--- src/rtl/adu_pkg.sv ---
// Shared types, constants and the division step for the fixed-point Adam update engine.
// No dependencies; every other file in rtl/ imports this package.
package adu_pkg;

   // Moment store depth. It must be a power of two no larger than 4096, so that the
   // store position is simply the low bits of the 12-bit element index.
   localparam int ELEMENTS = 4096;
   localparam int POS_W = $clog2(ELEMENTS);

   localparam logic [31:0] ONE_Q131 = 32'h8000_0000;
   localparam logic [16:0] ONE_Q016 = 17'h1_0000;

   localparam int BCDIV_STAGES = 32;
   localparam int SQRT_STAGES = 24;
   localparam int STEP_STAGES = 48;

   // Request actions.
   localparam logic ACT_BEGIN_STEP = 1'b0;
   localparam logic ACT_ELEMENT = 1'b1;

   // What every element carries down the pipeline; also the shape of a result.
   typedef struct packed {
      logic [11:0] idx;
      logic signed [31:0] param;
      logic sat;
   } tag_type;

   typedef struct packed {
      logic [23:0] lr;
      logic [15:0] beta1;
      logic [15:0] beta2;
      logic [15:0] eps;
   } cfg_type;

   typedef struct packed {
      tag_type tag;
      logic signed [31:0] m;
      logic [31:0] v;
      logic [31:0] bc1;
      logic [31:0] bc2;
   } mom_type;

   typedef struct packed {
      tag_type tag;
      logic neg;
      logic [31:0] mh;
      logic [31:0] vh;
   } bias_type;

   typedef struct packed {
      tag_type tag;
      logic neg;
      logic [31:0] mh;
      logic [23:0] root;
   } root_type;

   typedef struct packed {
      tag_type tag;
      logic neg;
      logic [47:0] num;
      logic [24:0] den;
   } quot_type;

   typedef struct packed {
      tag_type tag;
      logic neg;
      logic [47:0] step;
   } step_type;

   // One restoring division step: shift one dividend bit into the remainder and
   // subtract the divisor if it fits. Returns {quotient bit, new remainder}.
   // The caller keeps the remainder below the divisor, which is below 2^32.
   function automatic logic [32:0] div_step(input logic [31:0] rem, input logic shin,
                                            input logic [31:0] dvs);
      logic [32:0] sh;
      logic [32:0] diff;
      sh = {rem, shin};
      diff = sh - {1'b0, dvs};
      if (sh >= {1'b0, dvs}) begin
         div_step = {1'b1, diff[31:0]};
      end else begin
         div_step = {1'b0, sh[31:0]};
      end
   endfunction

endpackage

--- src/rtl/adu_sqrt.sv ---
// Pipelined digit-by-digit square root of v_hat in Q16.16, one root bit per stage.
// Depends on adu_pkg.
module adu_sqrt
   import adu_pkg::*;
(
   input  logic clock,
   input  logic reset,
   input  logic adv,
   input  logic in_valid,
   input  bias_type in,
   output logic out_valid,
   output root_type out
);

   logic [SQRT_STAGES:0] vld_ff;
   tag_type tag_ff [SQRT_STAGES+1];
   logic neg_ff [SQRT_STAGES+1];
   logic [31:0] mh_ff [SQRT_STAGES+1];
   logic [31:0] rad_ff [SQRT_STAGES+1];
   logic [25:0] rem_ff [SQRT_STAGES+1];
   logic [23:0] root_ff [SQRT_STAGES+1];

   always_ff @(posedge clock) begin
      if (adv) begin
         tag_ff[0] <= in.tag;
         neg_ff[0] <= in.neg;
         mh_ff[0] <= in.mh;
         rad_ff[0] <= in.vh;
         rem_ff[0] <= 26'd0;
         root_ff[0] <= 24'd0;
      end
   end

   for (genvar k = 0; k < SQRT_STAGES; k++) begin : g_stage
      logic [47:0] x;
      logic [27:0] sh;
      logic [27:0] trial;
      logic [27:0] diff;
      assign x = {rad_ff[k], 16'h0000};
      assign sh = {rem_ff[k], x[47-2*k -: 2]};
      assign trial = {2'b00, root_ff[k], 2'b01};
      assign diff = sh - trial;
      always_ff @(posedge clock) begin
         if (adv) begin
            tag_ff[k+1] <= tag_ff[k];
            neg_ff[k+1] <= neg_ff[k];
            mh_ff[k+1] <= mh_ff[k];
            rad_ff[k+1] <= rad_ff[k];
            if (sh >= trial) begin
               rem_ff[k+1] <= diff[25:0];
               root_ff[k+1] <= {root_ff[k][22:0], 1'b1};
            end else begin
               rem_ff[k+1] <= sh[25:0];
               root_ff[k+1] <= {root_ff[k][22:0], 1'b0};
            end
         end
      end
   end

   always_ff @(posedge clock) begin
      if (reset) begin
         vld_ff <= '0;
      end else if (adv) begin
         vld_ff <= {vld_ff[SQRT_STAGES-1:0], in_valid};
      end
   end

   assign out_valid = vld_ff[SQRT_STAGES];
   assign out.tag = tag_ff[SQRT_STAGES];
   assign out.neg = neg_ff[SQRT_STAGES];
   assign out.mh = mh_ff[SQRT_STAGES];
   assign out.root = root_ff[SQRT_STAGES];

endmodule

--- config.mk ---
export PLATFORM = sky130hd
export DESIGN_NAME = adu_sqrt
export DESIGN_NICKNAME = d
export VERILOG_FILES = /design/src/rtl/adu_pkg.sv /design/src/rtl/adu_sqrt.sv
export SDC_FILE = /design/constraint.sdc
export NUM_CORES = 2
export LEC_CHECK = 0
export BUFFER_PORTS_ARGS = -buffer_cell sky130_fd_sc_hd__buf_2
export CAP_MARGIN = 40
export CORE_MARGIN = 5
export CORE_UTILIZATION = 30
export DETAILED_ROUTE_END_ITERATION = 8
export GPL_ROUTABILITY_DRIVEN = 0
export MAX_ROUTING_LAYER = met4
export PLACE_DENSITY_LB_ADDON = 0.12
export SYNTH_ARGS = -nofsm -noshare
export SYNTH_HDL_FRONTEND = slang
export SYNTH_SLANG_ARGS = --single-unit
--- constraint.sdc ---
create_clock -name clock -period 3.4 [get_ports clock]
set_input_delay 0.51 -clock clock [delete_from_list [all_inputs] [get_ports clock]]
set_output_delay 0.51 -clock clock [all_outputs]
set_load 0.05 [all_outputs]
# After elaboration in Yosys (flattened, before gate mapping)
# Memories as Yosys holds them, arrays and structs flattened.
# Cells that the tools add are included.
dict set report totals {
  ff_bits 25
  latchBits 0
  ramBits 4000
  mem_bits_ro 0
  input_bits 114
  output_inout_bits 103
  word_cells 297
  memories 6
}
dict set report classes {
  n_addsub 24
  n_mul 0
  div 0
  magnitude_cmp 24
  eq_ne 0
  n_shift 0
  n_mux 194
  n_bitwise 48
  reduce_logical 0
}
# memory depth word_bits read_ports rd_clocked_by_memory_dff wr line
set memory_table {}
lappend memory_table {tag_ff 25 45 25 0 25 adu_sqrt.sv:16} ;# tag_type tag_ff [SQRT_STAGES+1];
lappend memory_table {mh_ff 25 32 25 0 25 adu_sqrt.sv:18} ;# logic [31:0] mh_ff [SQRT_STAGES+1];
lappend memory_table {rad_ff 25 32 24 0 25 adu_sqrt.sv:19} ;# logic [31:0] rad_ff [SQRT_STAGES+1];
lappend memory_table {rem_ff 25 26 24 0 25 adu_sqrt.sv:20} ;# logic [25:0] rem_ff [SQRT_STAGES+1];
lappend memory_table {root_ff 25 24 25 0 25 adu_sqrt.sv:21} ;# logic [23:0] root_ff [SQRT_STAGES+1];
lappend memory_table {neg_ff 25 1 25 0 25 adu_sqrt.sv:17} ;# logic neg_ff [SQRT_STAGES+1];
# operator n
set op_table {}
lappend op_table {{28-bit by 26-bit greater-or-equal comparator with 1-bit output} 24}
lappend op_table {{26-bit 2-to-1 mux} 24}
lappend op_table {{26-bit subtractor} 24}
lappend op_table {{24-bit 2-to-1 mux} 24}
lappend op_table {{1-bit 2-to-1 mux} 146}
lappend op_table {{1-bit OR} 48}

# Logic depth before layout (Yosys ltp)
# An unclocked memory read counts as a cell.
dict set report logic_depth {
  word_depth 6
  depth_mapped 14
  ltp_nobuf 12
}

# Worst setup path after synthesis
# Ideal clock, no wire load.
dict set report synth_path {
  path_type {register to register}
  start {memory root_ff[21][0] (netlist: root_ff[1][120])}
  end {memory rem_ff[22][2] (netlist: rem_ff[2][158]), data pin}
  setup_time_ps 260
  arrival_ps 3018
  t_required_ps 3140
  setup_slack_ps 122
  stages_incl_launch_ff 13
  n_path_buf 1
  synth_period_minus_slack_ps 3278
  cell_sequence {edfxtp_1 inv_1 ha_1 fa_1 a211oi_1 o21ai_0 a31oi_1 o31a_1 o21ai_0 a21o_1 a21oi_1 buf_2 mux2_2}
}
# element line
set synth_lines {}
lappend synth_lines {{from (decl)} adu_sqrt.sv:21}
lappend synth_lines {{to (decl)} adu_sqrt.sv:20}

==> impl_summary.log <==
[metrics] leading register cell type out of synthesis: sky130_fd_sc_hd__edfxtp_1
[metrics] count of endpoints failing hold in the final timing report: 0
[metrics] internal power summed over all cells: 0.0704 W
[metrics] Area Growth Syn to Fin: 17.9%
[metrics] count of buffers from port buffering: 216
[metrics] Power Density: 677 nW/um2
[metrics] CTS tree: built
[metrics] Fin Clk Skew: roughly 0.046 ns
[metrics] startpoint of the tightest hold check path: in[27]
[metrics] result of the run: finished clean
[metrics] Layout Cells excl Fill: roughly 13k
[metrics] Avg WL per Cell: 15.1 um
[metrics] Max stage delay on crit path: slightly above 0.4 ns
[metrics] share of Yosys cell area claimed by the top area cell type: between 80% and 90%
[metrics] FMAX: 301 MHz
[metrics] critical path's top delay family: compound AO/OA/AOI/OAI gates
[metrics] total nets after synthesis: 7010
[metrics] leakage power figure: between 40 and 50 nW
[metrics] fraction of the yosys area taken by sequential cells: a little over 80%
[metrics] CP Capture Type: register
[metrics] portion of total power attributed to the clock network: between 30% and 40%
[metrics] first-pass GRT wire length: 306000 um
[metrics] Yosys warning count: 0
[metrics] buffer and inverter count on the worst path: 1
[metrics] Max H-tree Level: 5
[metrics] number of placed cells counting well taps: 11.9k
[metrics] clock latency on the worst-skew pair: 0.90 ns
[metrics] Least-Margin Pin Slew: 1.05 ns
[metrics] pin count of the biggest net entering global routing: 174
[metrics] effective utilization at floorplan: between 30% and 40%
[metrics] worst-path cell chain: ha_1 > fa_1 > a21o_1 > a21oi_1 > a21oi_1 > o22ai_2 > o21ai_0 > a41o_1 > a21o_1 > buf_12 > mux2_2
[metrics] floorplan die height: approximately 630 um
[metrics] clock net sink count: 3103
[metrics] share of synthesized flip-flops with an asynchronous set or reset: 0%
[metrics] Filler Cell Count: 35.9k
[metrics] library cell with the largest summed area after synthesis: sky130_fd_sc_hd__edfxtp_1
[metrics] synthesized cell area: 115000 um2
[metrics] Peak supply drop: 422 uV
[metrics] count of standard-cell rows: 227
[metrics] RSZ-0062 raised after global routing: false
[metrics] combinational fraction of design power: 9.7%
[metrics] number of antenna violations at the first check in global routing: 6
[metrics] clock buffers created by TritonCTS: 357
[metrics] via density per instance: 4.28
[metrics] EDFF count, synth: ~3k
[metrics] path category of the worst min-delay check: in2reg
[metrics] proportion of layout cells with a drive suffix above 1: roughly an eighth
[metrics] startpoint of the lowest-slack register-to-register path: rem_ff[2][156]$_SDFFCE_PP0P_
[metrics] worst hold slack across all endpoints: about 0.31 ns
[metrics] largest cells by area after synthesis: sky130_fd_sc_hd__edfxtp_1 80%, sky130_fd_sc_hd__ha_1 3.4%, sky130_fd_sc_hd__xor2_1 1.8%
[metrics] synthesized instance count: 6577
[metrics] Unique masters post-synth: between 80 and 90
[metrics] count of boundary I/O pins: 217
[metrics] Slew headroom: 30.1%
[metrics] area of the core: 383000 um2
[metrics] die outline area: 397000 um2
[metrics] # nets final: roughly 7.7k
[metrics] final count of pins violating max slew: 0
[metrics] critical path class: reg2reg
[metrics] Post-Synthesis Mean Instance Area: 17.5 um2
[metrics] Detailed Routing Iterations Pass 1: 7
[metrics] power spent charging and discharging nets: roughly 0.022 W
[metrics] critical-path cell with the highest stage delay: sky130_fd_sc_hd__fa_1
[metrics] clock slew seen by the registers of the worst setup and hold paths: 0.05 ns
[metrics] total congestion overflow: 0
[metrics] vias in the first global route: between 50k and 60k
[metrics] DP Wirelength: between 100000 and 150000 um
[metrics] Data required, critical path: 4.03 ns
[metrics] Post-DRT Antenna Nets: 0
[metrics] CP Launch Point: rem_ff[2][156]$_SDFFCE_PP0P_
[metrics] MaxCap Viol Count: 0
[metrics] number of synthesized register bits: around 3.1k
[metrics] relative contribution of sequential cells to total power: 51.6%
[metrics] maximum fanout along the worst path: 39
[metrics] buffer depth of the longest clock path: 4
[metrics] detailed-route DRC error count: 0
[metrics] Arrival @ worst endpoint: 3.96 ns
[metrics] total setup violations reported at the end of the flow: 0
[metrics] switching fraction of total power: 23.7%
[metrics] launching element type of the critical path: register
[metrics] drt initial violations: roughly 3.2k
[metrics] horizontal extent of the die: around 630 um
[metrics] GRT Resource Usage Total: 9.60%
[metrics] root cell of the clock tree: sky130_fd_sc_hd__clkbuf_16
[metrics] total detailed-routing wirelength: ~190000 um
[metrics] post-route fraction of the period consumed by the critical path: 97.8%
[metrics] Final min period: 3.33 ns
[metrics] via count: between 50k and 60k
[worst paths after layout]
check                                   to  slack, ns  depth (start not counted)
setup reg to reg  rem_ff[2][189]$_DFFE_PP_       0.07                         11
hold / removal     rad_ff[0][27]$_DFFE_PP_       0.31                          2
setup / recovery  rem_ff[2][189]$_DFFE_PP_       0.07                         11
hold reg to reg    mh_ff[1][215]$_DFFE_PP_       0.39                          0
[layer usage]
metal / global-route usage, % / vias to the layer above / wire length, um
li1: - / 26400 / -
met1: 10.8 / 26400 / 78000
met2: 16.7 / 778 / 96700
met3: 2.09 / 463 / 8570
met4: 3.61 / 0 / 6890
met5: - / - / 0
[worst register-to-register path, stage by stage (launching register included)]
cell                       delay, ns
sky130_fd_sc_hd__edfxtp_1       0.38
sky130_fd_sc_hd__ha_1           0.25
sky130_fd_sc_hd__fa_1           0.41
sky130_fd_sc_hd__a21o_1         0.17
sky130_fd_sc_hd__a21oi_1        0.24
sky130_fd_sc_hd__a21oi_1        0.15
sky130_fd_sc_hd__o22ai_2        0.22
sky130_fd_sc_hd__o21ai_0        0.23
sky130_fd_sc_hd__a41o_1         0.30
sky130_fd_sc_hd__a21o_1         0.22
sky130_fd_sc_hd__buf_12         0.17
sky130_fd_sc_hd__mux2_2         0.32
[registers in the layout, indices dropped and copies added (netlist names)]
name and count:
mh_ff 800, neg_ff 25, rad_ff 272, rem_ff 556, root_ff 300, tag_ff 1125, vld_ff 25
[placed cells by master, fill, tap and decap left out, types with 23 or more instances in the layout]
| cell type | instances |
|---|---|
| sky130_fd_sc_hd__or2_2 | 30 |
| sky130_fd_sc_hd__xnor2_1 | 201 |
| sky130_fd_sc_hd__a21o_1 | 91 |
| sky130_fd_sc_hd__ha_1 | 310 |
| sky130_fd_sc_hd__xor2_1 | 233 |
| sky130_fd_sc_hd__clkinv_1 | 91 |
| sky130_fd_sc_hd__or3_1 | 60 |
| sky130_fd_sc_hd__nand3_1 | 73 |
| sky130_fd_sc_hd__mux2i_1 | 34 |
| sky130_fd_sc_hd__a21oi_1 | 228 |
| sky130_fd_sc_hd__dlygate4sd3_1 | 114 |
| sky130_fd_sc_hd__o21bai_1 | 23 |
| sky130_fd_sc_hd__clkinv_2 | 49 |
| sky130_fd_sc_hd__o21a_1 | 54 |
| sky130_fd_sc_hd__nor3_1 | 105 |
| sky130_fd_sc_hd__buf_2 | 215 |
| sky130_fd_sc_hd__nand2_1 | 338 |
| sky130_fd_sc_hd__buf_12 | 25 |
| sky130_fd_sc_hd__buf_4 | 142 |
| sky130_fd_sc_hd__clkbuf_1 | 90 |
| sky130_fd_sc_hd__nand2b_1 | 53 |
| sky130_fd_sc_hd__dfxtp_1 | 26 |
| sky130_fd_sc_hd__nor4_1 | 76 |
| sky130_fd_sc_hd__nor2b_1 | 48 |
| sky130_fd_sc_hd__o21ai_0 | 295 |
| sky130_fd_sc_hd__nand4_1 | 41 |
| sky130_fd_sc_hd__mux2_2 | 54 |
| sky130_fd_sc_hd__o31ai_1 | 23 |
| sky130_fd_sc_hd__inv_1 | 382 |
| sky130_fd_sc_hd__edfxtp_1 | 3077 |
| sky130_fd_sc_hd__nor2_1 | 295 |
| sky130_fd_sc_hd__clkbuf_16 | 358 |
[metrics by stage]
stage          utilization, %  setup WS, ns  cell area (um2)  total power [W]  TNS [ns]
3_3_place_gp             32.3        -0.198           124000           0.0569     -4.60
5_1_grt                  35.6       0.00266           136000           0.0970         0
3_5_place_dp             32.3        -0.186           124000           0.0572     -5.01
2_1_floorplan               -         0.122           115000           0.0539         0
4_1_cts                  35.5        0.0218           136000           0.0941         0
6_report                 35.6        0.0747           136000           0.0922         0
[synthesized netlist by cell type (60+ instances only)]
| cell type | instances |
|---|---|
| sky130_fd_sc_hd__clkbuf_1 | 78 |
| sky130_fd_sc_hd__nor4_1 | 79 |
| sky130_fd_sc_hd__nor2_1 | 295 |
| sky130_fd_sc_hd__xor2_1 | 233 |
| sky130_fd_sc_hd__nor3_1 | 105 |
| sky130_fd_sc_hd__a21o_1 | 91 |
| sky130_fd_sc_hd__edfxtp_1 | 3077 |
| sky130_fd_sc_hd__a21oi_1 | 231 |
| sky130_fd_sc_hd__xnor2_1 | 201 |
| sky130_fd_sc_hd__nand2_1 | 338 |
| sky130_fd_sc_hd__nand3_1 | 73 |
| sky130_fd_sc_hd__ha_1 | 312 |
| sky130_fd_sc_hd__or3_1 | 60 |
| sky130_fd_sc_hd__inv_1 | 383 |
| sky130_fd_sc_hd__o21ai_0 | 302 |
[power by group through the flow]
| stage | Clock (W) | Combinational (W) | Sequential, W |
|---|---|---|---|
| final | 0.0357 | 0.00894 | 0.0475 |
| after floorplan | 0 | 0.00611 | 0.0478 |
| after detailed placement | 0 | 0.00881 | 0.0484 |
| after global placement | 0 | 0.00859 | 0.0483 |
| after global routing | 0.0392 | 0.0100 | 0.0479 |
| after CTS | 0.0376 | 0.00897 | 0.0476 |
[cell type report]
class | instances | area, um2 | share of cell area, %
Tap cell | 5038 | 6300 | 4.63
Inverter | 384 | 1440 | 1.06
Sequential cell | 3103 | 92900 | 68.3
Clock inverter | 189 | 1670 | 1.23
Antenna cell | 1 | 2.50 | 0.00184
Timing Repair Buffer | 501 | 3890 | 2.86
Clock buffer | 449 | 9300 | 6.83
Multi-Input combinational cell | 2956 | 20600 | 15.1
[repair_timing]
| item | 4_1_cts | 5_1_grt |
|---|---|---|
| gates cloned | 0 | 1 |
| gates resized for setup | 11 | 35 |
| buffers inserted | 1 | 7 |
| endpoints found under the hold margin | 145 | 0 |
| pin swaps | 3 | 11 |
| hold buffers | 114 | 0 |
| setup endpoints to repair | 54 | 104 |
[cell families after synthesis]
family | share of synthesized area, %
buffers and inverters | 1.82
AOI/OAI and AO/OA | 4.55
muxes | 0.822
and+or+nand+nor | 5.49
xor gates and xnor gates | 3.29
DFF | 80.5
adders and majority gates | 3.50
Note: power is estimated with default switching activity, not from simulation.
